--- src/design/qsgm_pkg.sv ---
// shared types, register codes and arithmetic helpers of the quad-to-stereo gain mixer
// used by every module of the mixer; depends on nothing
package qsgm_pkg;

  localparam int unsigned FifoDepthDef = 2;
  localparam int unsigned AddrW        = 5;
  localparam int unsigned DataW        = 32;

  localparam logic signed [15:0] S16Min = 16'sh8000;
  localparam logic signed [15:0] S16Max = 16'sh7fff;

  typedef enum logic [2:0] {
    RegAux1   = 3'd0,
    RegAux2   = 3'd1,
    RegGain0  = 3'd2,
    RegGain1  = 3'd3,
    RegGain2  = 3'd4,
    RegFormat = 3'd5
  } reg_idx_e;

  typedef enum logic [1:0] {
    FmtMono     = 2'd0,
    FmtStereo   = 2'd1,
    FmtSurround = 2'd2
  } fmt_e;

  typedef enum logic [1:0] {
    Mix0    = 2'd0,
    Mix1    = 2'd1,
    Mix2    = 2'd2,
    MixNone = 2'd3
  } mix_e;

  typedef struct packed {
    logic        aux1;
    logic        aux2;
    logic [15:0] gain0;
    logic [15:0] gain1;
    logic [15:0] gain2;
    logic [1:0]  fmt;
  } cfg_t;

  // one classified sample as it waits for the datapath
  typedef struct packed {
    logic             skip;
    mix_e             mix;
    logic             aux;
    logic             mono;
    logic [15:0]      gain;
    logic [3:0][31:0] samp;
    logic [3:0][31:0] send;
  } item_t;

  // divide by 2^15 (mono) or 2^14 (stereo) toward zero, then clamp to 16 bits
  function automatic logic signed [15:0] div_sat(input logic signed [50:0] v,
                                                 input logic mono);
    logic signed [50:0] q;
    logic               rem;
    q   = mono ? (v >>> 15) : (v >>> 14);
    rem = mono ? (|v[14:0]) : (|v[13:0]);
    if (v[50] && rem) begin
      q = q + 51'sd1;
    end
    if (q[50] && !(&q[50:15])) begin
      return S16Min;
    end else if (!q[50] && (|q[50:15])) begin
      return S16Max;
    end
    return q[15:0];
  endfunction

  // saturating 16-bit add
  function automatic logic signed [15:0] sat_add16(input logic signed [15:0] a,
                                                   input logic signed [15:0] b);
    logic signed [16:0] s;
    s = {a[15], a} + {b[15], b};
    if (s[16] != s[15]) begin
      return s[16] ? S16Min : S16Max;
    end
    return s[15:0];
  endfunction

endpackage

--- src/design/qsgm_fifo.sv ---
// short queue of classified samples between front end and datapath
// depends on qsgm_pkg for the item struct
module qsgm_fifo #(
  parameter int unsigned Depth = qsgm_pkg::FifoDepthDef
) (
  input  logic            clk_i,
  input  logic            rst_ni,
  input  logic            push_i,
  input  qsgm_pkg::item_t item_i,
  output logic            full_o,
  input  logic            pop_i,
  output logic            empty_o,
  output qsgm_pkg::item_t item_o
);

  localparam int unsigned PtrW = (Depth > 1) ? $clog2(Depth) : 1;
  localparam int unsigned CntW = $clog2(Depth + 1);
  localparam logic [PtrW-1:0] LastPtr = PtrW'(Depth - 1);
  localparam logic [CntW-1:0] FullCnt = CntW'(Depth);

  qsgm_pkg::item_t mem_q [Depth];
  logic [PtrW-1:0] wr_q, wr_d, rd_q, rd_d;
  logic [CntW-1:0] cnt_q, cnt_d;
  logic            do_push, do_pop;

  assign full_o  = (cnt_q == FullCnt);
  assign empty_o = (cnt_q == '0);
  assign do_push = push_i && !full_o;
  assign do_pop  = pop_i && !empty_o;
  assign item_o  = mem_q[rd_q];

  always_comb begin
    wr_d  = wr_q;
    rd_d  = rd_q;
    cnt_d = cnt_q;
    if (do_push) begin
      wr_d = (wr_q == LastPtr) ? '0 : wr_q + 1'b1;
    end
    if (do_pop) begin
      rd_d = (rd_q == LastPtr) ? '0 : rd_q + 1'b1;
    end
    if (do_push && !do_pop) begin
      cnt_d = cnt_q + 1'b1;
    end else if (do_pop && !do_push) begin
      cnt_d = cnt_q - 1'b1;
    end
  end

  always_ff @(posedge clk_i or negedge rst_ni) begin
    if (!rst_ni) begin
      wr_q  <= '0;
      rd_q  <= '0;
      cnt_q <= '0;
    end else begin
      wr_q  <= wr_d;
      rd_q  <= rd_d;
      cnt_q <= cnt_d;
    end
  end

  always_ff @(posedge clk_i) begin
    if (do_push) begin
      mem_q[wr_q] <= item_i;
    end
  end

endmodule

--- config.mk ---
export PLATFORM = sky130hd
export DESIGN_NAME = qsgm_fifo
export DESIGN_NICKNAME = d
export VERILOG_FILES = /design/src/design/qsgm_pkg.sv /design/src/design/qsgm_fifo.sv
export SDC_FILE = /design/constraint.sdc
export NUM_CORES = 1
export LEC_CHECK = 0
export CAP_MARGIN = 25
export CORE_AREA = 2 2 216 218
export CTS_BUF_LIST = sky130_fd_sc_hd__clkbuf_4 sky130_fd_sc_hd__clkbuf_8
export DETAILED_ROUTE_END_ITERATION = 12
export DIE_AREA = 0 0 218 220
export DONT_BUFFER_PORTS = 1
export PLACE_DENSITY_LB_ADDON = 0.2
export REMOVE_ABC_BUFFERS = 1
export SYNTH_ARGS = -nofsm -noshare
export SYNTH_HDL_FRONTEND = slang
export SYNTH_SLANG_ARGS = --single-unit
--- constraint.sdc ---
create_clock -name clk_i -period 13.9 [get_ports clk_i]
set_input_delay 2.78 -clock clk_i [delete_from_list [all_inputs] [get_ports clk_i]]
set_output_delay 2.78 -clock clk_i [all_outputs]
set_load 0.01 [all_outputs]
==> results.txt <==
----------------------------------------------------
[Power and ir drop]
  Maximum vdd drop ... 0.141 mV
  Leakage power ... 8.10 nW
  Total net switching power ... 1.54 mW
  Seq pwr share ... 0.473
  Share of total power consumed by net switching ... 0.300
  Internal power component ... 3.59 mW
  Relative contribution of the clock network to total power ... 0.247
  Share of power burned in combinational logic ... 0.280
  Power density over cell area ... 221 nW/um^2

[Worst setup path]
  CP Capture Type ... output pin
  Most frequent cell on the critical path ... buf_4
  Startpoint type of the worst setup path ... flop
  Slowest CP cell ... buf_4
  Slowest Stage Delay on Critical Path ... 890 ps
  Data arrival time at the worst-slack endpoint ... 3520 ps
  Class of the most critical setup path ... reg2out
  Critical path, cell by cell ... buf_4 > buf_4 > mux2_2
  Endpoint required time on the critical path ... 11120 ps
  Maximum fanout along the worst path ... 65

[Clock tree]
  CTS root buffer ... clkbuf_8
  Clock latency on the worst-skew pair ... 650 ps
  CTS tree ... done
  H-Tree Depth ... 3
  Quantity of hold-fixing buffers added after cts ... 0
  Cts bufs inserted ... 88
  Clock transition at the registers of the reported paths ... 60 ps
  Number of post-CTS setup repair buffers ... 0
  Post-cts gate resize count ... 0
  Bufs on Longest Clock Path ... 3
  Clock Sink Count ... 558

[Global routing]
  Number of global-route vias before repair ... 8775
  GR Util All Layers ... 0.174
  First-pass GRT wire length ... 58600 um
  Initial antenna violation count ... 2
  Largest net degree at the start of global routing ... 166
  Total gr overflow ... 0

[Drt]
  DRC violation count after routing ... 0
  Per-cell via count in the routed design ... 5.15
  Via count ... 8336
  Final wirelength ... 43800 um
  First-iteration detailed-routing DRC count ... 385
  Drt first pass iters ... 4
  Wire length per cell after detailed routing ... 27.0 um
  Antenna viol nets, final ... 0

[Timing]
  Crit path time final ... 6300 ps
  RSZ-0062 raised after global routing ... false
  Post-layout worst setup margin ... 7600 ps
  Fmax ... 159 MHz
  Number of endpoints with negative hold slack in the final report ... 0
  Post-route clock skew ... 26.4 ps
  # setup viols final ... 0
  Final cycle utilization of the critical path ... 0.453
  Final-layout setup total negative slack ... 0 ps
  Number of max-slew violations in the final report ... 0
  Worst Tran Pin Value ... 1030 ps
  Headroom to the max-slew limit ... 0.313

[Synthesis]
  Netlist Area Pre-Place ... 21000 um^2
  Post-synthesis instance total ... 881
  Cells taking the most area after synthesis ... edfxtp_1 79%, mux2_4 14%, mux2_2 4.1%
  Number of distinct standard cells referenced by the synthesized netlist ... 15
  Library cell occupying the most area in the post-synthesis netlist ... edfxtp_1
  Share of the synthesized area in the top cell type ... 0.791
  Fraction of registers with async set or reset after synthesis ... 0.00717
  Prevailing post-synth register cell ... edfxtp_1
  Per-instance average area after synthesis ... 23.9 um^2
  Most instantiated cells after synthesis ... 554 x edfxtp_1, 201 x mux2_4, 76 x mux2_2
  Count of flip-flops with a built-in enable after synthesis ... 554
  Most repeated cell in the gate-level netlist after synthesis ... edfxtp_1
  Total of warnings raised by yosys ... 0
  Portion of the post-synthesis area used by sequential elements ... 0.796
  Number of storage elements in the synthesis netlist ... 558

[Floorplanning]
  Number of placement rows ... 79
  I/O pin count ... 560
  Standard cell core area ... 45900 um^2
  Total die area ... 48000 um^2
  Horizontal die dimension ... 218 um
  Vertical die dimension ... 220 um
  Initial Util ... 0.458

[Layout]
  Fraction of layout instances using a drive strength above 1 ... 0.413
  Signed area change from the synthesized netlist to the final layout ... 10.4%
  Number of nets at the end of the flow ... 1231
  Finished layout cell area ... 23200 um^2
  Layout filler cell count ... 3648

[Place]
  Instance area after placement ... 21600 um^2
  Input/output buffers ... 0
  Post-DP HPWL ... 29700 um
  Last weighted congestion value of the routability-driven placer ... 0.792
  Place WS ... 8240 ps

[Outcome]
  Run status ... complete, no violations

[Worst hold path]
  Hold Path Class ... reg2reg

[Run]
  Max Cap Viol ... 0

----------------------------------------------------
-- final timing paths --
path	to	startpoint	depth (start not counted)	slack, ps
max reg2reg	mem_q[0][83]	cnt_q[0]	5	11020
min reg2reg	cnt_q[1]	cnt_q[1]	1	520
min in group asynchronous	cnt_q[1]	rst_ni	0	1820
min	cnt_q[1]	cnt_q[1]	1	520
max	item_o[246]	rd_q	3	7600
max in group asynchronous	rd_q	rst_ni	0	12010
-- final cells by class --
cell class                 instances  area, um^2  share of cell area
sequential                       558       16700               0.721
multi-input combinational        290        3980               0.171
clock buffer                     119        1460              0.0627
tap                              607         759              0.0327
clock inverter                    32         143             0.00615
timing repair buffer               9         125             0.00539
inverter                           2        7.51            0.000323
antenna                            2        5.00            0.000216
-- power by group through the flow --
stage                     combinational (mW)  clock [mW]  sequential [mW]
after global routing                    1.52        1.38             2.45
after CTS                               1.47        1.31             2.43
final                                   1.44        1.26             2.42
after detailed placement                1.46           0             2.46
after floorplan                         1.43           0             2.71
after global placement                  1.43           0             2.48
-- sequential cells by signal, summed over array words and instances (netlist names) --
name and flops:
mem_q 554, wr_q 1, cnt_q 2, rd_q 1
-- cells in the final DEF (no fill, tap or decap), drive strengths merged --
master	n
and3	1
buf	9
clkbuf	119
clkinv	28
clkinvlp	3
dfrtp	4
diode	2
edfxtp	554
ha	1
inv	3
mux2	277
nand2	1
nand2b	1
nor2	3
o21ai	1
xnor2	3
xor2	2
-- metrics by stage --
step                      utilization  instances  hold slack [ps]  total power [mW]
after CTS                       0.506       1617              517              5.21
final                           0.506       1619              517              5.13
after global routing            0.506       1617              534              5.36
after floorplan                     -        850              461              4.14
after detailed placement        0.471       1466              506              3.93
after global placement          0.471       1465              499              3.91
-- worst max-delay path: cells and delay by family, from the launching register on --
family | cells | cell delay [ps]
flops | 1 | 760
buf+inv | 2 | 1560
mux | 1 | 460
-- kinds of logic (layout without fill, tap and decap cells) --
logic type / count (synthesis) / after routing / synth area share
buffers and inverters: 33 / 162 / 0.0155
other: 0 / 2 / 0
adders and majority gates: 1 / 1 / 0.000595
and+or+nand+nor: 6 / 6 / 0.00131
AOI/OAI and AO/OA: 1 / 1 / 0.000238
DFF: 558 / 558 / 0.796
muxes: 277 / 277 / 0.184
xor gates and xnor gates: 5 / 5 / 0.00208
-- metal layers --
metal | wire, um | up-vias | global-route usage
met3 | 6640 | 93 | 0.120
li1 | - | 3664 | -
met5 | 13 | - | 0
met4 | 1640 | 2 | 0.0905
met1 | 13500 | 4150 | 0.155
met2 | 22000 | 427 | 0.293
Note: power is estimated with default switching activity, not from simulation.
