### src/design/qsgm_pkg.sv
// shared types, register codes and arithmetic helpers of the quad-to-stereo gain mixer
// used by every module of the mixer; depends on nothing
package qsgm_pkg;

  localparam int unsigned FifoDepthDef = 2;
  localparam int unsigned AddrW        = 5;
  localparam int unsigned DataW        = 32;

  localparam logic signed [15:0] S16Min = 16'sh8000;
  localparam logic signed [15:0] S16Max = 16'sh7fff;

  typedef enum logic [2:0] {
    RegAux1   = 3'd0,
    RegAux2   = 3'd1,
    RegGain0  = 3'd2,
    RegGain1  = 3'd3,
    RegGain2  = 3'd4,
    RegFormat = 3'd5
  } reg_idx_e;

  typedef enum logic [1:0] {
    FmtMono     = 2'd0,
    FmtStereo   = 2'd1,
    FmtSurround = 2'd2
  } fmt_e;

  typedef enum logic [1:0] {
    Mix0    = 2'd0,
    Mix1    = 2'd1,
    Mix2    = 2'd2,
    MixNone = 2'd3
  } mix_e;

  typedef struct packed {
    logic        aux1;
    logic        aux2;
    logic [15:0] gain0;
    logic [15:0] gain1;
    logic [15:0] gain2;
    logic [1:0]  fmt;
  } cfg_t;

  // one classified sample as it waits for the datapath
  typedef struct packed {
    logic             skip;
    mix_e             mix;
    logic             aux;
    logic             mono;
    logic [15:0]      gain;
    logic [3:0][31:0] samp;
    logic [3:0][31:0] send;
  } item_t;

  // divide by 2^15 (mono) or 2^14 (stereo) toward zero, then clamp to 16 bits
  function automatic logic signed [15:0] div_sat(input logic signed [50:0] v,
                                                 input logic mono);
    logic signed [50:0] q;
    logic               rem;
    q   = mono ? (v >>> 15) : (v >>> 14);
    rem = mono ? (|v[14:0]) : (|v[13:0]);
    if (v[50] && rem) begin
      q = q + 51'sd1;
    end
    if (q[50] && !(&q[50:15])) begin
      return S16Min;
    end else if (!q[50] && (|q[50:15])) begin
      return S16Max;
    end
    return q[15:0];
  endfunction

  // saturating 16-bit add
  function automatic logic signed [15:0] sat_add16(input logic signed [15:0] a,
                                                   input logic signed [15:0] b);
    logic signed [16:0] s;
    s = {a[15], a} + {b[15], b};
    if (s[16] != s[15]) begin
      return s[16] ? S16Min : S16Max;
    end
    return s[15:0];
  endfunction

endpackage

### src/design/qsgm_front.sv
// front end: accepts a quad sample, picks aux return or input, selects gain
// depends on qsgm_pkg for the item and config structs
module qsgm_front (
  input  logic                  valid_i,
  output logic                  stall_o,
  input  logic [1:0]            mix_index_i,
  input  logic [3:0][31:0]      in_ch_i,
  input  logic [3:0][31:0]      ret_ch_i,
  input  qsgm_pkg::cfg_t        cfg_i,
  input  logic                  full_i,
  output logic                  push_o,
  output qsgm_pkg::item_t       item_o
);

  qsgm_pkg::mix_e mix;
  logic           aux;

  assign mix     = qsgm_pkg::mix_e'(mix_index_i);
  assign stall_o = full_i;
  assign push_o  = valid_i && !full_i;

  assign aux = ((mix == qsgm_pkg::Mix1) && cfg_i.aux1) ||
               ((mix == qsgm_pkg::Mix2) && cfg_i.aux2);

  always_comb begin
    item_o.skip = (mix == qsgm_pkg::MixNone);
    item_o.mix  = mix;
    item_o.aux  = aux;
    item_o.mono = (cfg_i.fmt == qsgm_pkg::FmtMono);
    item_o.samp = aux ? ret_ch_i : in_ch_i;
    item_o.send = aux ? in_ch_i : '0;
    case (mix)
      qsgm_pkg::Mix0: item_o.gain = cfg_i.gain0;
      qsgm_pkg::Mix1: item_o.gain = cfg_i.gain1;
      qsgm_pkg::Mix2: item_o.gain = cfg_i.gain2;
      default:        item_o.gain = '0;
    endcase
  end

endmodule

### config.mk
export PLATFORM = sky130hd
export DESIGN_NAME = qsgm_front
export DESIGN_NICKNAME = d
export VERILOG_FILES = /design/src/design/qsgm_pkg.sv /design/src/design/qsgm_front.sv
export SDC_FILE = /design/constraint.sdc
export NUM_CORES = 1
export LEC_CHECK = 0
export BUFFER_PORTS_ARGS = -buffer_cell sky130_fd_sc_hd__buf_2
export CORE_AREA = 3 3 231 233
export DETAILED_ROUTE_END_ITERATION = 7
export DIE_AREA = 0 0 234 236
export PLACE_DENSITY_LB_ADDON = 0.1
export SYNTH_ARGS = -nofsm -noshare
export SYNTH_HDL_FRONTEND = slang
export SYNTH_SLANG_ARGS = --single-unit
### constraint.sdc
create_clock -name vclk -period 3.56
set_clock_uncertainty 0.05 [all_clocks]
set_input_delay 0.712 -clock vclk [all_inputs]
set_output_delay 0.712 -clock vclk [all_outputs]
set_load 0.02 [all_outputs]
==> metrics.md, run 1 <==
| Metric | Value |
|---|---|
| Die Width | 234 µm |
| CP cell instances | buf_8 -> buf_12 -> buf_4 -> nor3b_1 -> o21a_1 -> a211oi_2 -> buf_2 |
| Slew HR | 55.18% |
| Max Transition Viols Final | 0 |
| Syn_nets | 1415 |
| Routability Congestion | 0.7760 |
| Most instantiated cells after synthesis | 130 x and2_1, 129 x nor2b_1 |
| Seq_cells | 0 |
| Largest stage delay, worst path | 0.31 ns |
| Worst setup SP type | input port |
| Required @ worst endpoint | 2.80 ns |
| Netlist Area Pre-Place | 7530 µm² |
| Actual slew at the worst max-slew pin | 0.6723 ns |
| RSZ-0062 raised after global routing | false |
| Max-cap violations | 0 |
| Share of cells above drive strength 1 | 45.23% |
| Drt total wl | 42.02 mm |
| Area grow syn2layout | 46.05% |
| Top-count cell post-synth | and2_1 |
| Initial core utilization | 14.65% |
| Postcts setup bufs | 0 |
| VDD IR max | 0.00006003 V |
| Top cells by area, synth | a211oi_2 14%, nor3b_1 13%, o21a_1 13%, and2_1 11%, nor2b_1 11% |
| DR iter-0 viols | 385 |
| DR pass1 iterations | 4 |
| Number of remaining DRC errors | 0 |
| Crit path kind | in -> out |
| Dpl hpwl | 31.87 mm |
| Hold path startpoint | full_i |
| Via count | 10400 |
| Global-route wire length before repair | 62.13 mm |
| Yosys warns | 0 |
| Fin nets | 1897 |
| Initial antenna violation count | 9 |
| Clock buffer count in the final layout | 0 |
| Vias per cell | 4.579 |
| Syn Inst Count | 1103 |
| Total global-route track usage | 13.99% |
| CP arrival | 2.31 ns |
| Worst hold-check path type | in -> out |
| GRT overflow | 0 |
| Register area | 0 µm² |
| Die area | 55220 µm² |
| Final Cycle Share | 86.23% |
| Std-Cell Rows | 83 |
| Routed WL per cell | 18.50 µm |
| DRT antenna net count | 0 |
| Pin count of the biggest net entering global routing | 101 |
| Worst Setup End Kind | output pin |
| Vias in the first global route | 10230 |
| Crit-path slowest cell | buf_4 |
| Final hold violation count | 0 |
| Final-report setup violation count | 0 |
| # IOs | 591 |
| Top-area cell type share of the netlist area | 13.63% |
| Die Ht | 236 µm |
| Fmax | 325.7 MHz |
| P_leak | 4.549 nW |
| Pwr/cell area | 159.5 nW/µm² |
| Post-CTS sizing | 0 |
| Area leader, netlist | a211oi_2 |
| Status | completed |
| IO Port Bufs | 591 |
| CP startpoint | mix_index_i[0] |
| Setup tns final | 0 ns |
| Hold slack | 1.609 ns |
| Post-synthesis sequential area ratio | 0% |
| CP max FO | 49 |
| Mapped Avg Cell Area | 6.827 µm² |
| Hold_buf cts | 0 |
| Count of different cell masters after synthesis | 20 |
| Min Clock Period, post-route | 3.070 ns |
| Core footprint | 51410 µm² |
-- metal layers --
metal  wire [µm]  track usage, %  vias up  part of all wire (%)
met5           7               0        -                 0.017
met3        2416           1.691       22                   5.8
met2       22460           27.60      337                    53
met4         445           1.818        2                   1.1
li1            -               -     5097                     -
met1       16690           16.16     4941                    40
-- stage by stage --
stage / setup slack (ns) / utilization, % / total power [mW] / cells / cell area [µm²]
6_report: 0.4900 / 21.39 / 1.754 / 2271 / 11000
3_5_place_dp: 0.4721 / 21.35 / 1.783 / 2263 / 10980
4_1_cts: 0.4586 / 21.35 / 1.788 / 2263 / 10980
5_1_grt: 0.3508 / 21.39 / 1.907 / 2270 / 10990
2_1_floorplan: 0.9266 / - / 1.082 / 1103 / 7530
3_3_place_gp: 0.4985 / 21.35 / 1.766 / 2263 / 10980
-- layout by cell type (no fill, tap or decap), types with 17 or more instances in the layout --
cell,count
nor3b_1,128
nor3_1,128
and2_1,129
a211oi_1,46
nor2b_1,129
nand2_1,17
buf_2,587
o21a_1,128
o22ai_1,128
a211oi_2,82
buf_4,31
-- path summary, 6_finish.rpt --
| path | cells after the start | slack, ns | end |
|---|---|---|---|
| max | 7 | 0.49 | item_o[175] |
| min | 2 | 1.61 | stall_o |
-- layout make-up --
| cell class | count | area [µm²] |
|---|---|---|
| multi-input cells | 952 | 6709 |
| fillers | 5911 | 40410 |
| repair buffers | 631 | 3417 |
| diodes | 8 | 20.02 |
| well taps | 680 | 850.8 |
-- worst max-delay path: cells and delay by family --
family / cells / cell delay (ns)
and+or+nand+nor: 1 / 0.09
AOI/OAI and AO/OA: 2 / 0.37
buffers and inverters: 4 / 1.07
-- kinds of logic (layout without fill, tap and decap cells) --
family	after synthesis	in the layout	share of synthesized area, %
AOI/OAI and AO/OA	400	400	42.67
other	0	8	0
buffers and inverters	151	631	11.10
muxes	17	17	2.260
and+or+nand+nor	535	535	43.97
-- power by group --
part	switching, mW	internal (mW)
Sequential	0	0
Combinational	1.07	0.686
Clock	0	0.000000301
Total	1.07	0.686
Power figures use the tool's default switching activity.
==> run 2: changes to the inputs <==
--- a/config.mk
+++ b/config.mk
@@ -6,9 +6,11 @@
 export NUM_CORES = 1
 export LEC_CHECK = 0
 export BUFFER_PORTS_ARGS = -buffer_cell sky130_fd_sc_hd__buf_2
-export CORE_AREA = 3 3 231 233
+export CELL_PAD_IN_SITES_DETAIL_PLACEMENT = 1
+export CELL_PAD_IN_SITES_GLOBAL_PLACEMENT = 1
+export CORE_AREA = 3 3 228 230
 export DETAILED_ROUTE_END_ITERATION = 7
-export DIE_AREA = 0 0 234 236
+export DIE_AREA = 0 0 231 233
 export PLACE_DENSITY_LB_ADDON = 0.1
 export SYNTH_ARGS = -nofsm -noshare
 export SYNTH_HDL_FRONTEND = slang
==> run 2 against run 1 <==
Non-clock buffer count decreased by 1. Sequential share of layout area stayed put. Critical endpoint is now item_o[190]. Combinational power about the same.
==> metrics.md, run 2 (synthesized netlist as in run 1, its figures left out) <==
| Metric | Value |
|---|---|
| Design Area, Final | 11060 µm² (+0.55%) |
| Final Cycle Share | 85.61% (-0.63 points) |
| P_leak | 4.572 nW (+0.51%) |
| Via count | 10480 (+0.80%) |
| Pin count of the biggest net entering global routing | 96 (-5.0%) |
| CP arrival | 2.29 ns (-0.02 ns) |
| Pwr/cell area | 161.2 nW/µm² (+1.1%) |
| Routability Congestion | 0.7690 (-0.90%) |
| DRT antenna net count | 0 (unchanged) |
| Die Ht | 233 µm (-1.3%) |
| Number of remaining DRC errors | 0 (unchanged) |
| Hold_buf cts | 0 (unchanged) |
| Dpl hpwl | 34.98 mm (+9.8%) |
| VDD IR max | 0.00003969 V (-34%) |
| Dpl cell area | 11030 µm² (+0.52%) |
| Max Transition Viols Final | 0 (unchanged) |
| Status | completed |
| Worst Setup End Kind | output pin |
| Area of the multi-input gates | 6709 µm² (unchanged) |
| Slew HR | 64.88% (+9.7 points) |
| Most common cell after layout, fill and taps aside | buf_2 |
| Vias in the first global route | 10650 (+4.2%) |
| # IOs | 591 (unchanged) |
| Register area | 0 µm² (unchanged) |
| Fin nets | 1896 (-0.053%) |
| Die area | 53820 µm² (-2.5%) |
| Share of cells above drive strength 1 | 45.20% (about the same) |
| Area grow syn2layout | 46.84% |
| Setup tns final | 0 ns (unchanged) |
| Fmax | 328.1 MHz (+0.73%) |
| Worst setup SP type | input port |
| Final hold violation count | 0 (unchanged) |
| Die Width | 231 µm (-1.3%) |
| CP max FO | 69 (+41%) |
| Initial antenna violation count | 14 (+5) |
| Vias per cell | 4.632 (+1.2%) |
| Commonest cells after routing, fill and taps aside | 587 x buf_2, 129 x and2_1, 129 x nor2b_1 |
| Total global-route track usage | 15.55% (+1.6 points) |
| Routed WL per cell | 20.17 µm (+9.0%) |
| Worst hold-check path type | in -> out |
| DR pass1 iterations | 4 (unchanged) |
| Actual slew at the worst max-slew pin | 0.5268 ns (-0.1455 ns) |
| Post-CTS sizing | 0 (unchanged) |
| Fillers | 6296 (+6.5%) |
| Postcts setup bufs | 0 (unchanged) |
| GRT overflow | 0 (unchanged) |
| Drt total wl | 45.65 mm (+8.7%) |
| Crit path kind | in -> out |
| DR iter-0 viols | 329 (-15%) |
| Max-cap violations | 0 (unchanged) |
| Global-route wire length before repair | 66.86 mm (+7.6%) |
| Min Clock Period, post-route | 3.048 ns (-0.02231 ns) |
| Std-Cell Rows | 82 (-1.2%) |
| Initial core utilization | 15.04% (+0.39 points) |
| Seq_cells | 0 (unchanged) |
| IO Port Bufs | 591 (unchanged) |
| Clock buffer count in the final layout | 0 (unchanged) |
| Required @ worst endpoint | 2.80 ns (about the same) |
| Core footprint | 50070 µm² (-2.6%) |
| RSZ-0062 raised after global routing | false |
| Final-report setup violation count | 0 (unchanged) |
## run 2: cell count changes in the layout (fill, tap and decap cells not counted), sizes merged
cell and change:
buf -1, diode +1
## run 2: power breakdown
group | switching (mW) | internal [mW]
clock network | 0 | 0.000000235
logic | 1.09 | 0.694
registers | 0 | 0
total | 1.09 | 0.694
## run 2: stage by stage
stage          power [mW]  worst slack (ns)  hold slack, ns  cells  utilization [%]
2_1_floorplan       1.082            0.9266           1.449   1103                -
3_3_place_gp        1.796            0.5094           1.607   2254            22.04
3_5_place_dp        1.820            0.4606           1.616   2254            22.04
4_1_cts             1.826            0.4515           1.615   2254            22.04
5_1_grt             1.940            0.3587           1.619   2261            22.07
6_report            1.782            0.5124           1.614   2263            22.08
## run 2: per-layer routing
layer,share of wire (%),vias to the layer above,wire length [µm],GRT usage [%]
li1,-,5086,-,-
met1,40,5049,18290,18.23
met2,53,305,24300,29.99
met3,5.6,30,2558,2.718
met4,0.94,12,427,2.034
met5,0.16,-,71,0
## run 2: area by class of cell
class | count | area share [%]
timing repair buffer | 630 | 31.52
antenna | 9 | 0.2037
tap | 672 | 7.604
multi-input combinational | 952 | 60.68
## run 2: final timing paths
kind     endpoint  slack, ns  cells past startpoint      startpoint
max   item_o[190]       0.51                      6  mix_index_i[0]
min       stall_o       1.61                      2          full_i
## run 2: worst max-delay path, stage by stage
cell	delay, ns
buf_8	0.39
buf_4	0.44
nor3b_1	0.10
o21a_1	0.19
a211oi_2	0.22
buf_2	0.21
==> run 3: changes to the inputs <==
==> constraint.sdc (replaced) <==
create_clock -name vclk -period 3.56
set_clock_uncertainty 0.05 [all_clocks]
set_input_delay 0.356 -clock vclk [all_inputs]
set_output_delay 0.356 -clock vclk [all_outputs]
set_load 0.02 [all_outputs]
==> run 3 against run 2 <==
Worst hold slack worse by 0.71 ns. Final area decreased by 1.9%. Utilization fell by 0.41 points. Largest cell class unchanged. Combinational power is essentially flat. Global-route usage is 0.23 points lower. Sequential cell count did not move.
==> metrics.md, run 3 (synthesized netlist as in run 1, its figures left out) <==
| Metric | Value |
|---|---|
| Clk pwr share | 0% (unchanged) |
| Int Pwr | 0.6730 mW (-3.1%) |
| Layout Utilization | 21.67% (-0.41 points) |
| Area grow syn2layout | 44.09% |
| CP max FO | 38 (-45%) |
| P_leak | 4.465 nW (-2.3%) |
| Total global-route track usage | 15.31% (-0.23 points) |
| Top layer in use | met5 |
| Core footprint | 50070 µm² (unchanged) |
| Fin cells | 2242 (-0.93%) |
| Status | completed |
| Hold Path Depth | 2 (unchanged) |
| Sw frac | 61.71% (+0.66 points) |
| Required @ worst endpoint | 3.15 ns (+0.35 ns) |
| Postcts setup bufs | 0 (unchanged) |
| Via count | 10320 (-1.6%) |
| DR iter-0 viols | 336 (+2.1%) |
| Routability Congestion | 0.7536 (-2.0%) |
| Area of the multi-input gates | 6709 µm² (unchanged) |
| CP arrival | 2.24 ns (-0.05 ns) |
| Routed WL per cell | 20.14 µm (-0.19%) |
| Drt total wl | 45.14 mm (-1.1%) |
| Design Area, Final | 10850 µm² (-1.9%) |
| Setup tns final | 0 ns (unchanged) |
| Initial core utilization | 15.04% (unchanged) |
| Post-placement worst setup slack | 0.8372 ns (+0.3767 ns) |
| Most common cell after layout, fill and taps aside | buf_2 |
| DR pass1 iterations | 4 (unchanged) |
| Dpl cell area | 10840 µm² (-1.8%) |
| Total power draw | 1.758 mW (-1.4%) |
| Final Cycle Share | 74.24% (-11 points) |
| Slew HR | 47.10% (-18 points) |
| VDD IR max | 0.00005643 V (+42%) |
| WL met1 | 17.90 mm (-2.2%) |
| GRT overflow | 0 (unchanged) |
| Fmax | 378.4 MHz (+15%) |
| # IOs | 591 (unchanged) |
| Actual slew at the worst max-slew pin | 0.7935 ns (+0.2668 ns) |
| Gate power share | 100.0% (about the same) |
| Fin nets | 1880 (-0.84%) |
| Initial antenna violation count | 9 (-5) |
| Final hold violation count | 0 (unchanged) |
| Vias in the first global route | 10570 (-0.74%) |
| Commonest cells after routing, fill and taps aside | 587 x buf_2, 129 x and2_1, 129 x nor2b_1 |
| Crit path kind | in -> out |
| Pin count of the biggest net entering global routing | 130 (+35%) |
| Pwr/cell area | 162.0 nW/µm² (+0.49%) |
| Std-Cell Rows | 82 (unchanged) |
| Global-route wire length before repair | 65.94 mm (-1.4%) |
| Die Width | 231 µm (unchanged) |
| Met2 WL | 24.34 mm (+0.16%) |
| Worst setup SP type | input port |
| Vias per cell | 4.601 (-0.67%) |
| Final-report setup violation count | 0 (unchanged) |
| Register area | 0 µm² (unchanged) |
| Number of remaining DRC errors | 0 (unchanged) |
| Clock buffer count in the final layout | 0 (unchanged) |
| DRT antenna net count | 0 (unchanged) |
| IO Port Bufs | 591 (unchanged) |
| Die area | 53820 µm² (unchanged) |
| Fillers | 6357 (+0.97%) |
| Min Clock Period, post-route | 2.643 ns (-0.4047 ns) |
| Seq_cells | 0 (unchanged) |
| Share of cells above drive strength 1 | 44.64% (-0.56 points) |
| Worst Setup End Kind | output pin |
| Post-CTS sizing | 0 (unchanged) |
| Net switching power | 1.085 mW (-0.34%) |
| Max-cap violations | 0 (unchanged) |
| Die Ht | 233 µm (unchanged) |
| DP Cell Count | 2238 (-0.71%) |
| Dpl hpwl | 34.13 mm (-2.4%) |
| Reg power frac | 0% (unchanged) |
| Max Transition Viols Final | 0 (unchanged) |
| RSZ-0062 raised after global routing | false |
| WL met3 | 2.578 mm (+0.78%) |
| Hold_buf cts | 0 (unchanged) |
| Hold slack | 0.9030 ns (-0.7106 ns) |
| Final Worst Setup Slack | 0.9170 ns (+0.4047 ns) |
| Worst hold-check path type | in -> out |
-- run 3: cell count changes in the layout (fill, tap and decap cells not counted) --
cell and delta:
buf_4 -10, diode_2 -5, buf_12 -6
-- run 3: power groups by stage --
stage / combinational, mW / clock, mW / sequential, mW
after floorplan: 1.08 / 0 / 0
after global placement: 1.77 / 0 / 0
after detailed placement: 1.79 / 0 / 0
after CTS: 1.80 / 0 / 0
after global routing: 1.91 / 0.000000151 / 0
final: 1.76 / 0.000000151 / 0
-- run 3: worst paths after layout --
path	startpoint	endpoint	slack, ns
hold / removal	full_i	stall_o	0.90
setup / recovery	mix_index_i[1]	item_o[140]	0.92
-- run 3: layout make-up --
cell class / instances / area share, %
Antenna cell: 4 / 0.09226
Timing Repair Buffer: 614 / 30.32
Tap cell: 672 / 7.750
Multi-Input combinational cell: 952 / 61.84
-- run 3: per-layer routing --
layer	up-vias	global-route usage, %
li1	5039	-
met1	4963	17.52
met2	287	30.55
met3	20	2.644
met4	6	1.104
met5	-	0
-- run 3: critical path, cell delays in order --
cell and delay (ns):
buf_6 0.25, nand2b_4 0.50, buf_12 0.29, o22ai_1 0.10, a211oi_1 0.44, buf_2 0.25
