$ cat src/design/qsgm_pkg.sv
// shared types, register codes and arithmetic helpers of the quad-to-stereo gain mixer
// used by every module of the mixer; depends on nothing
package qsgm_pkg;

  localparam int unsigned FifoDepthDef = 2;
  localparam int unsigned AddrW        = 5;
  localparam int unsigned DataW        = 32;

  localparam logic signed [15:0] S16Min = 16'sh8000;
  localparam logic signed [15:0] S16Max = 16'sh7fff;

  typedef enum logic [2:0] {
    RegAux1   = 3'd0,
    RegAux2   = 3'd1,
    RegGain0  = 3'd2,
    RegGain1  = 3'd3,
    RegGain2  = 3'd4,
    RegFormat = 3'd5
  } reg_idx_e;

  typedef enum logic [1:0] {
    FmtMono     = 2'd0,
    FmtStereo   = 2'd1,
    FmtSurround = 2'd2
  } fmt_e;

  typedef enum logic [1:0] {
    Mix0    = 2'd0,
    Mix1    = 2'd1,
    Mix2    = 2'd2,
    MixNone = 2'd3
  } mix_e;

  typedef struct packed {
    logic        aux1;
    logic        aux2;
    logic [15:0] gain0;
    logic [15:0] gain1;
    logic [15:0] gain2;
    logic [1:0]  fmt;
  } cfg_t;

  // one classified sample as it waits for the datapath
  typedef struct packed {
    logic             skip;
    mix_e             mix;
    logic             aux;
    logic             mono;
    logic [15:0]      gain;
    logic [3:0][31:0] samp;
    logic [3:0][31:0] send;
  } item_t;

  // divide by 2^15 (mono) or 2^14 (stereo) toward zero, then clamp to 16 bits
  function automatic logic signed [15:0] div_sat(input logic signed [50:0] v,
                                                 input logic mono);
    logic signed [50:0] q;
    logic               rem;
    q   = mono ? (v >>> 15) : (v >>> 14);
    rem = mono ? (|v[14:0]) : (|v[13:0]);
    if (v[50] && rem) begin
      q = q + 51'sd1;
    end
    if (q[50] && !(&q[50:15])) begin
      return S16Min;
    end else if (!q[50] && (|q[50:15])) begin
      return S16Max;
    end
    return q[15:0];
  endfunction

  // saturating 16-bit add
  function automatic logic signed [15:0] sat_add16(input logic signed [15:0] a,
                                                   input logic signed [15:0] b);
    logic signed [16:0] s;
    s = {a[15], a} + {b[15], b};
    if (s[16] != s[15]) begin
      return s[16] ? S16Min : S16Max;
    end
    return s[15:0];
  endfunction

endpackage

$ cat src/design/qsgm_regs.sv
// apb configuration registers of the mixer
// depends on qsgm_pkg for register codes and the config struct
module qsgm_regs (
  input  logic                       clk_i,
  input  logic                       rst_ni,
  input  logic                       psel,
  input  logic                       penable,
  input  logic                       pwrite,
  input  logic [qsgm_pkg::AddrW-1:0] paddr,
  input  logic [qsgm_pkg::DataW-1:0] pwdata,
  output logic [qsgm_pkg::DataW-1:0] prdata,
  output logic                       pready,
  output qsgm_pkg::cfg_t             cfg_o
);

  qsgm_pkg::cfg_t   cfg_q, cfg_d;
  logic             wr_en;
  logic [2:0]       idx;

  assign pready = 1'b1;
  assign wr_en  = psel && penable && pwrite;
  assign idx    = paddr[4:2];

  always_comb begin
    cfg_d = cfg_q;
    if (wr_en) begin
      case (qsgm_pkg::reg_idx_e'(idx))
        qsgm_pkg::RegAux1:   cfg_d.aux1  = pwdata[0];
        qsgm_pkg::RegAux2:   cfg_d.aux2  = pwdata[0];
        qsgm_pkg::RegGain0:  cfg_d.gain0 = pwdata[15:0];
        qsgm_pkg::RegGain1:  cfg_d.gain1 = pwdata[15:0];
        qsgm_pkg::RegGain2:  cfg_d.gain2 = pwdata[15:0];
        qsgm_pkg::RegFormat: cfg_d.fmt   = pwdata[1:0];
        default: ;
      endcase
    end
  end

  always_comb begin
    case (qsgm_pkg::reg_idx_e'(idx))
      qsgm_pkg::RegAux1:   prdata = {31'd0, cfg_q.aux1};
      qsgm_pkg::RegAux2:   prdata = {31'd0, cfg_q.aux2};
      qsgm_pkg::RegGain0:  prdata = {16'd0, cfg_q.gain0};
      qsgm_pkg::RegGain1:  prdata = {16'd0, cfg_q.gain1};
      qsgm_pkg::RegGain2:  prdata = {16'd0, cfg_q.gain2};
      qsgm_pkg::RegFormat: prdata = {30'd0, cfg_q.fmt};
      default:             prdata = '0;
    endcase
  end

  always_ff @(posedge clk_i or negedge rst_ni) begin
    if (!rst_ni) begin
      cfg_q <= '0;
    end else begin
      cfg_q <= cfg_d;
    end
  end

  assign cfg_o = cfg_q;

endmodule

$ cat config.mk
export PLATFORM = sky130hd
export DESIGN_NAME = qsgm_regs
export DESIGN_NICKNAME = d
export VERILOG_FILES = /design/src/design/qsgm_pkg.sv /design/src/design/qsgm_regs.sv
export SDC_FILE = /design/constraint.sdc
export NUM_CORES = 1
export LEC_CHECK = 0
export CAP_MARGIN = 20
export CORE_ASPECT_RATIO = 1.5
export CORE_MARGIN = 4
export CORE_UTILIZATION = 35
export DETAILED_ROUTE_END_ITERATION = 8
export DONT_BUFFER_PORTS = 1
export HOLD_SLACK_MARGIN = 0.05
export PLACE_DENSITY = 0.48
export SLEW_MARGIN = 25
export SYNTH_ARGS = -nofsm -noshare
export SYNTH_HDL_FRONTEND = slang
export SYNTH_SLANG_ARGS = --single-unit
export TNS_END_PERCENT = 100
$ cat constraint.sdc
create_clock -name clk_i -period 1.15 [get_ports clk_i]
set_clock_uncertainty 0.05 [all_clocks]
set_input_delay 0.115 -clock clk_i [delete_from_list [all_inputs] [get_ports clk_i]]
set_output_delay 0.115 -clock clk_i [all_outputs]
set_load 0.02 [all_outputs]
==> run_results.csv, run 1 <==
group,metric,value,unit
sta,grt_setup_unrepaired,"yes",
floorplan,die_h,114,um
placement,io_buffer_count,0,
routing,drt_iter0_drc,51,
sta,holdWs,-0.563,ns
cells_and_area,final_cell_area,0.00409,sq mm
worst_setup_path,r2r_setup_slack,0.08,ns
floorplan,row_count,38,
placement,place_area,0.00325,sq mm
floorplan,die_width,78.4,um
routing,wl,7110,um
worst_setup_path,reg2reg_to,"cfg_o[31]",
placement,hpwlAfterDp,4850,um
cells_and_area,nets,330,
logic_synthesis,syn_area,0.00260,sq mm
power_and_ir_drop,p_sw,2.11,mW
power_and_ir_drop,p_leak,1.94,nW
sta,finalSetupViolations,16,
worst_setup_path,start_kind,"flop",
grt,first_global_vias,2042,
sta,finalHoldViolations,52,
power_and_ir_drop,p_comb_frac,0.401,
logic_synthesis,synth_xor_area_frac,0,
worst_setup_path,cp_cell_sequence,"mux4_2, nand2b_4, o21ai_4",
cells_and_area,multi_input_area,0.00133,sq mm
floorplan,die_area,0.00890,sq mm
worst_setup_path,worstSetupPathType,"flop to output pin",
logic_synthesis,syn_inst,177,
logic_synthesis,synth_top_family_by_area,"multiplexers",
cts,insertion_delay,0.30,ns
outcome,violations,"negative hold slack, negative setup slack",
worst_setup_path,slowest_delay,0.52,ns
cts,cts_tree,"done",
routing,postRouteAntennaNets,0,
routing,drt-pass1-iter-count,3,
routing,routed-via-count,1858,
cells_and_area,drive_above_1_share,0.661,
worst_setup_path,critPathRequiredTime,0.99,ns
cts,holdBufCountCts,18,
routing,drc,0,
worst_setup_path,arrival,1.41,ns
cells_and_area,syn_to_final_growth,57.3,%
power_and_ir_drop,power_frac_clock,0.200,
cts,clock_sinks,52,
outcome,status,"finished, violations left",
floorplan,io_pins,127,
logic_synthesis,synthDistinctLibCells,21,
sta,fin_crit,1.58,ns
power_and_ir_drop,ir_drop,0.708,mV
logic_synthesis,synth-simple-area-share,0.0510,
logic_synthesis,syn_area_per_cell,14.7,sq um
cts,cts_root_buf,"clkbuf_8",
grt,grt_overflow,0,
routing,routed_via_density,4.78,
placement,place_ws,-0.0685,ns
cells_and_area,diodes,0,
sta,drv_slew,0,
logic_synthesis,synthMuxAreaShare,0.315,
sta,fin_crit_sh,1.37,
power_and_ir_drop,total_power,6.47,mW
power_and_ir_drop,netSwitchingFraction,0.327,
worst_setup_path,worstReg2RegStart,"cfg_o[31]",
cells_and_area,largest_reg_flops,52,
logic_synthesis,synth-seq-area-share,0.501,
placement,place_inst,325,
cells_and_area,stdcell_count,389,
cts,clockBufferDepth,2,
run,cap_violations,0,
placement,gp_congestion,0.706,
routing,wl_per_cell,18.3,um
grt,grt_start_max_net_pins,53,
sta,worst_slack,-0.428,ns
power_and_ir_drop,p_seq_frac,0.398,
logic_synthesis,synth_top_area_share,0.501,
power_and_ir_drop,power.density,1580,mW/mm^2
cts,cts-htree-levels,2,
grt,antenna_found_initial,0,
worst_setup_path,worst_path_max_delay_cell,"mux4_2",
worst_setup_path,crit_fanout,2,
logic_synthesis,synth.yosys.warnings,0,
worst_setup_path,r2r_cells,3,
logic_synthesis,synth-compound-area-share,0.0515,
logic_synthesis,synth_fa_ha_area_frac,0,
logic_synthesis,synth_top_area_cell,"dfrtp_1",
sta,fmax,0.634,GHz
cells_and_area,regArea,0.00132,sq mm
cts,cts-buffers-inserted,5,
floorplan,core_area,0.00723,sq mm
logic_synthesis,synth_area_leaders,"dfrtp_1 50%, mux2_2 18%, mux2i_1 6.5%",
floorplan,floorplan.initialDensity,0.360,
worst_hold_path,min_path_type,"input port to async pin",
worst_setup_path,endpoint_kind,"output pin",
cells_and_area,num-fill-cells,595,
power_and_ir_drop,p_int,4.36,mW
logic_synthesis,ys_seq_elements,52,
grt,grt_pass1_wl,11100,um
grt,grt_usage,0.161,
cts,path_clk_slew,0.10,ns
placed cells by master, fill, tap and decap left out, types with 2 or more instances in the layout:
master         Yosys  routed
buf_12             0       7
buf_4             18      31
buf_6              4      58
clkbuf_8           0       5
conb_1             2      17
dfrtp_1           52      39
dfrtp_2            0      13
dlygate4sd3_1      0      18
mux2_2            42      22
mux2_4            10      30
mux2i_1           17      17
nand2b_4           0       2
nor2_8             2       2
nor3_1             2       2
o2bb2ai_1         14       2
o2bb2ai_2          0      12
worst max-delay path, delay by kind of cell (launching register included):
kind | cells | cell delay, ns
mux | 1 | 0.52
simple gates | 1 | 0.11
compound gates | 1 | 0.08
flops | 1 | 0.41
how the worst max path moves through the flow:
stage                     cells past startpoint  startpoint  slack [ns]   endpoint
after floorplan                               3   cfg_o[18]        -0.1  prdata[0]
after global placement                        3   cfg_o[18]       -0.07  prdata[0]
after detailed placement                      4    paddr[2]       -0.07   cfg_o[5]
after CTS                                     3   cfg_o[34]       -0.41  prdata[0]
after global routing                          3   cfg_o[18]       -0.49  prdata[0]
final                                         3   cfg_o[18]       -0.43  prdata[0]
through the flow:
stage	TNS, ns	utilization
floorplan	-0.762	-
finish	-1.40	0.566
CTS	-1.34	0.538
global placement	-0.781	0.450
detailed placement	-1.43	0.450
global route	-3.12	0.566
cells in the mapped netlist, drive strengths merged:
| cell | n |
|---|---|
| mux4 | 1 |
| o21ai | 1 |
| o2bb2ai | 14 |
| buf | 24 |
| conb | 2 |
| dfrtp | 52 |
| clkbuf | 1 |
| nor2 | 5 |
| nand2b | 3 |
| nor3 | 2 |
| o22ai | 1 |
| mux2i | 17 |
| nand4b | 1 |
| mux2 | 52 |
| nand4 | 1 |
cell families after synthesis:
kind of cell,after synthesis
AOI/OAI and AO/OA,16
buffers and inverters,25
DFF,52
muxes,70
other,2
and+or+nand+nor,12
final cells by class:
class                   instances  share of cell area
multi-input cells             115               0.324
flip-flops and latches         52               0.322
repair buffers                114               0.295
clock inverters                 3              0.0113
clock buffers                   5              0.0168
well taps                     100              0.0306
layer usage:
metal	vias to the layer above	wire (um)	global-route usage
met1	956	2700	0.180
li1	833	-	-
met5	-	0	0
met2	62	3950	0.297
met4	0	77	0.0420
met3	7	385	0.0434
power by group through the flow:
stage          Sequential (mW)  Combinational, mW  Clock (mW)
2_1_floorplan             2.93              0.840           0
3_3_place_gp              2.58               1.76           0
3_5_place_dp              2.62               1.78           0
4_1_cts                   2.54               2.36        1.34
5_1_grt                   2.63               2.73        1.44
6_report                  2.58               2.59        1.30
repair_timing:
item	CTS	global route
pin swaps	15	1
gates resized for setup	40	32
endpoints found under the setup margin	16	44
hold endpoints to repair	104	52
buffers inserted	28	13
Note: power is estimated with default switching activity, not from simulation.
==> run 2, diff against run 1 <==
- CELL_PAD_IN_SITES_DETAIL_PLACEMENT: unset -> 0
- CELL_PAD_IN_SITES_GLOBAL_PLACEMENT: unset -> 1
- HOLD_SLACK_MARGIN: 0.05 -> unset
- PLACE_DENSITY: 0.48 -> 0.59
- REMOVE_ABC_BUFFERS: unset -> 1
==> run_results.csv, run 2 (synthesis results as in run 1) <==
group,metric,value,unit
floorplan,floorplan.initialDensity,0.360,
worst_setup_path,start_kind,"flop",
grt,grt_start_max_net_pins,53,
routing,routed-via-count,1775,
cells_and_area,nets,315,
worst_setup_path,r2r_setup_slack,0.05,ns
placement,gp_congestion,0.754,
floorplan,io_pins,127,
placement,io_buffer_count,0,
sta,grt_setup_unrepaired,"yes",
worst_hold_path,min_path_type,"input port to async pin",
worst_setup_path,crit_cells,4,
floorplan,row_count,38,
grt,grt_pass1_wl,11000,um
power_and_ir_drop,power.density,1570,mW/mm^2
worst_setup_path,crit_fanout,2,
worst_setup_path,critPathTopFamily,"multiplexers",
worst_setup_path,slowest_delay,0.47,ns
cts,holdBufCountCts,16,
floorplan,die_h,114,um
power_and_ir_drop,total_power,5.81,mW
routing,drt-pass1-iter-count,4,
cells_and_area,largest_reg_flops,52,
cells_and_area,final_common_cell,"buf_4",
cells_and_area,postLayoutCoreUtil,0.513,
cts,cts_root_buf,"clkbuf_8",
cells_and_area,drive_above_1_share,0.606,
sta,holdWs,-0.550,ns
floorplan,core_area,0.00723,sq mm
power_and_ir_drop,p_leak,1.76,nW
routing,drt_iter0_drc,70,
routing,wl,6980,um
routing,postRouteAntennaNets,0,
power_and_ir_drop,netSwitchingFraction,0.335,
routing,drc,0,
routing,wl_per_cell,18.7,um
cells_and_area,final_cell_mix,"45 x buf_4, 43 x dfrtp_1, 42 x mux2_2",
power_and_ir_drop,power_frac_clock,0.181,
worst_setup_path,arrival,1.45,ns
worst_setup_path,critPathRequiredTime,0.99,ns
placement,place_inst,332,
cts,insertion_delay,0.30,ns
placement,hpwlAfterDp,4940,um
worst_setup_path,worst_path_max_delay_cell,"mux4_2",
worst_setup_path,worst-path-buf-inv,1,
cts,cts_tree,"done",
cts,clockBufferDepth,2,
worst_setup_path,worstSetupPathType,"flop to output pin",
grt,grt_overflow,0,
sta,finalHoldViolations,52,
cts,cts-htree-levels,2,
run,cap_violations,0,
cts,path_clk_slew,0.09,ns
worst_setup_path,reg2reg_to,"cfg_o[43]",
sta,fin_setup_tns,-1.35,ns
worst_setup_path,cp_cell_sequence,"mux4_2, nand2b_1, o21ai_1, buf_4",
power_and_ir_drop,p_comb_frac,0.378,
sta,worst_slack,-0.468,ns
cts,cts-buffers-inserted,5,
power_and_ir_drop,p_int,3.86,mW
power_and_ir_drop,ir_drop,1.25,mV
outcome,status,"finished, violations left",
sta,fmax,0.618,GHz
sta,finalSetupViolations,17,
cells_and_area,stdcell_count,374,
outcome,violations,"negative hold slack, negative setup slack",
worst_setup_path,worstReg2RegStart,"cfg_o[43]",
grt,antenna_found_initial,0,
floorplan,die_width,78.4,um
sta,fin_crit_sh,1.41,
cells_and_area,syn_to_final_growth,42.7,%
cts,clock_sinks,52,
power_and_ir_drop,p_seq_frac,0.440,
worst_setup_path,endpoint_kind,"output pin",
routing,routed_via_density,4.75,
grt,first_global_vias,2050,
sta,fin_crit,1.62,ns
sta,drv_slew,0,
placement,place_ws,-0.205,ns
cells_and_area,diodes,0,
power_and_ir_drop,p_sw,1.95,mW
worst_setup_path,r2r_cells,3,
floorplan,die_area,0.00890,sq mm
grt,grt_usage,0.162,
run 2: changes by cell type in the layout (fill, tap and decap cells not counted), sizes merged:
cell,delta
dlygate4sd3,-2
bufinv,-1
clkinvlp,-1
buf,-13
clkbuf,+3
inv,-1
run 2: timing repair:
item,CTS,global route
setup buffers,17,3
gates resized for setup,35,23
endpoints found under the setup margin,16,33
pin swaps,14,2
endpoints found under the hold margin,104,52
run 2: how the worst max path moves through the flow:
stage | startpoint | to | slack, ns
3_3_place_gp | cfg_o[50] | prdata[0] | -0.18
2_1_floorplan | paddr[4] | cfg_o[18] | -0.37
3_5_place_dp | cfg_o[50] | prdata[0] | -0.20
6_report | cfg_o[18] | prdata[0] | -0.47
4_1_cts | cfg_o[51] | prdata[0] | -0.49
5_1_grt | cfg_o[18] | prdata[0] | -0.56
run 2: layout make-up:
cell class / count / area [sq um]
Sequential cell: 52 / 1310
Multi-Input combinational cell: 115 / 1230
Tap cell: 100 / 125
Timing Repair Buffer: 99 / 952
Clock buffer: 8 / 90.1
Fill cell: 650 / 3520
run 2: worst reg2reg max path: cells and delay by family, from the launching register on:
kind                   cells  cell delay [ns]
flip-flops                 1             0.43
multiplexers               1             0.26
buffers and inverters      2             0.26
run 2: per-stage QoR:
step                hold WS (ns)  area, sq um
floorplan                 -0.231         2450
detailed placement        -0.229         3100
global route              -0.583         3710
CTS                       -0.570         3600
finish                    -0.550         3710
global placement          -0.229         3100
run 2: per-layer routing:
layer	GRT usage	part of all wire
met1	0.174	0.36
met2	0.309	0.57
met3	0.0411	0.053
met4	0.0432	0.013
met5	0	0
run 2: power groups by stage:
stage | clock [mW] | sequential (mW) | combinational, mW
floorplan | 0 | 2.90 | 0.644
global placement | 0 | 2.53 | 1.68
detailed placement | 0 | 2.56 | 1.72
CTS | 1.11 | 2.52 | 2.10
global route | 1.19 | 2.60 | 2.33
finish | 1.05 | 2.56 | 2.20
==> run 3, diff against run 2 <==
--- a/config.mk
+++ b/config.mk
@@ -7,2 +7,3 @@
 export LEC_CHECK = 0
+export ABC_AREA = 1
 export CAP_MARGIN = 20
@@ -15,3 +16,4 @@
 export DONT_BUFFER_PORTS = 1
-export PLACE_DENSITY = 0.59
+export MAX_ROUTING_LAYER = met4
+export PLACE_DENSITY = 0.65
 export REMOVE_ABC_BUFFERS = 1
--- a/constraint.sdc
+++ b/constraint.sdc
@@ -4,2 +4,2 @@
 set_output_delay 0.115 -clock clk_i [all_outputs]
-set_load 0.02 [all_outputs]
+set_load 0.005 [all_outputs]
==> run_results.csv, run 3 <==
group,metric,value,unit
routing,drc,0,
cts,insertion_delay,0.30,ns
cells_and_area,postLayoutCoreUtil,0.408,
sta,holdWs,-0.548,ns
logic_synthesis,synth_edf_count,0,
floorplan,core_area,0.00737,sq mm
logic_synthesis,ys_seq_elements,52,
floorplan,io_pins,127,
logic_synthesis,synth.most_common_cell,"nand2_1",
logic_synthesis,synthDistinctLibCells,22,
logic_synthesis,syn_area_per_cell,7.94,sq um
cells_and_area,final_common_cell,"nand2_1",
cts,clock_sinks,52,
sta,grt_setup_unrepaired,"yes",
logic_synthesis,async_flop_share,1.00,
logic_synthesis,yosys-top-cells-count,"150 x nand2_1, 52 x dfrtp_1, 32 x o21ai_0",
routing,wl,7700,um
grt,antenna_found_initial,0,
grt,grt_start_max_net_pins,53,
sta,worst_slack,-0.0540,ns
cts,cts-buffers-inserted,5,
logic_synthesis,synth_area_leaders,"dfrtp_1 48%, nand2_1 21%, o21ai_0 6.0%",
sta,fin_crit_sh,1.05,
worst_setup_path,crit_fanout,3,
cts,holdBufCountCts,18,
routing,drt-pass1-iter-count,4,
worst_setup_path,arrival,1.04,ns
sta,finalHoldViolations,52,
grt,grt_pass1_wl,12400,um
logic_synthesis,synth_top_area_cell,"dfrtp_1",
routing,wl_per_cell,16.8,um
cells_and_area,final_cell_mix,"149 x nand2_1, 52 x dfrtp_1, 31 x o21ai_0",
logic_synthesis,syn_inst,338,
sta,drv_slew,0,
cells_and_area,num-fill-cells,780,
outcome,status,"finished, violations left",
routing,routed-via-count,2231,
power_and_ir_drop,p_leak,1.54,nW
power_and_ir_drop,ir_drop,0.687,mV
logic_synthesis,synth.yosys.warnings,0,
sta,fin_crit,1.20,ns
floorplan,floorplan.initialDensity,0.364,
sta,finalSetupViolations,2,
worst_hold_path,min_path_type,"input port to async pin",
logic_synthesis,synth_top_area_share,0.485,
cts,cts_root_buf,"clkbuf_8",
logic_synthesis,synth-seq-area-share,0.485,
worst_setup_path,worstSetupPathType,"flop to output pin",
sta,fmax,0.831,GHz
cells_and_area,diodes,0,
worst_setup_path,endpoint_kind,"output pin",
outcome,violations,"negative hold slack, negative setup slack",
routing,postRouteAntennaNets,0,
cells_and_area,syn_to_final_growth,12.1,%
worst_setup_path,critPathRequiredTime,0.99,ns
floorplan,die_area,0.00917,sq mm
cells_and_area,drive_above_1_share,0.0894,
power_and_ir_drop,power.density,1400,mW/mm^2
grt,grt_usage,0.182,
logic_synthesis,syn_area,0.00269,sq mm
grt,first_global_vias,2236,
cts,cts-htree-levels,2,
cells_and_area,largest_reg_flops,52,
cells_and_area,final_cell_area,0.00301,sq mm
routing,drt_iter0_drc,83,
cts,clockBufferDepth,2,
placement,io_buffer_count,0,
cts,path_clk_slew,0.09,ns
floorplan,die_width,79.5,um
logic_synthesis,synth_flop_cell,"dfrtp_1",
worst_setup_path,r2r_setup_slack,0.38,ns
worst_setup_path,start_kind,"flop",
cts,cts_tree,"done",
placement,place_area,0.00273,sq mm
placement,gp_congestion,0.711,
placement,hpwlAfterDp,5370,um
floorplan,die_h,115,um
cts,post_cts_buffers,0,
grt,grt_overflow,0,
floorplan,row_count,38,
cells_and_area,nets,399,
run,cap_violations,0,
routing,routed_via_density,4.87,
==> run 3: report_power, final <==
group          switching, mW  internal, mW
combinational          0.352         0.233
clock                  0.581         0.493
sequential             0.372          2.17
total                   1.30          2.90
==> run 3: logic make-up (layout without fill, tap and decap cells) <==
group	count (synthesis)	in the layout	share of synthesized area
buf+inv	44	49	0.104
simple gates	187	187	0.309
compound gates	53	53	0.0988
flops	52	52	0.485
other cells	2	17	0.00280
==> run 3: what timing repair did <==
item,4_1_cts,5_1_grt
endpoints found under the hold margin,104,52
pin swaps,9,2
cloned,0,0
endpoints found under the setup margin,2,14
gates resized for setup,0,5
==> run 3: critical path, stage by stage (launching register included) <==
cell and delay, ns:
dfrtp_1 0.42, nand3_1 0.09, nand2_1 0.06, nor2_1 0.10
nand2_1 0.08
==> run 3: worst paths after layout <==
kind	from	depth (start not counted)	endpoint
max	cfg_o[2]	4	prdata[0]
min	rst_ni	0	cfg_o[7]
max reg2reg	cfg_o[8]	2	cfg_o[8]
min reg2reg	cfg_o[48]	2	cfg_o[48]
max in group asynchronous	rst_ni	0	cfg_o[36]
min in group clk_i	paddr[2]	3	cfg_o[0]
==> run 3: area by class of cell <==
class                           count  area (sq um)  area share
Tap cell                          100           125      0.0416
Sequential cell                    52          1300       0.432
Multi-Input combinational cell    257          1170       0.389
Clock buffer                        8          90.1      0.0299
Inverter                           12          46.3      0.0154
Timing Repair Buffer               29           275      0.0915
==> run 3: per-layer routing <==
metal  vias up  GRT usage  part of all wire  wire length (um)
met2        75      0.310              0.52              4010
met3         7     0.0400             0.059               452
li1       1080          -                 -                 -
met4         0     0.0516             0.011                88
met5         -          -                 0                 0
met1      1069      0.214              0.41              3140
==> run 3: through the flow <==
step                      power (mW)  TNS (ns)  cells  setup slack [ns]
after floorplan                 2.85         0    321            0.0148
after global placement          3.08         0    432            0.0192
after detailed placement        3.11         0    432            0.0161
after CTS                       4.27    -0.173    458            -0.101
after global routing            4.48    -0.583    458            -0.169
final                           4.20    -0.108    458           -0.0540
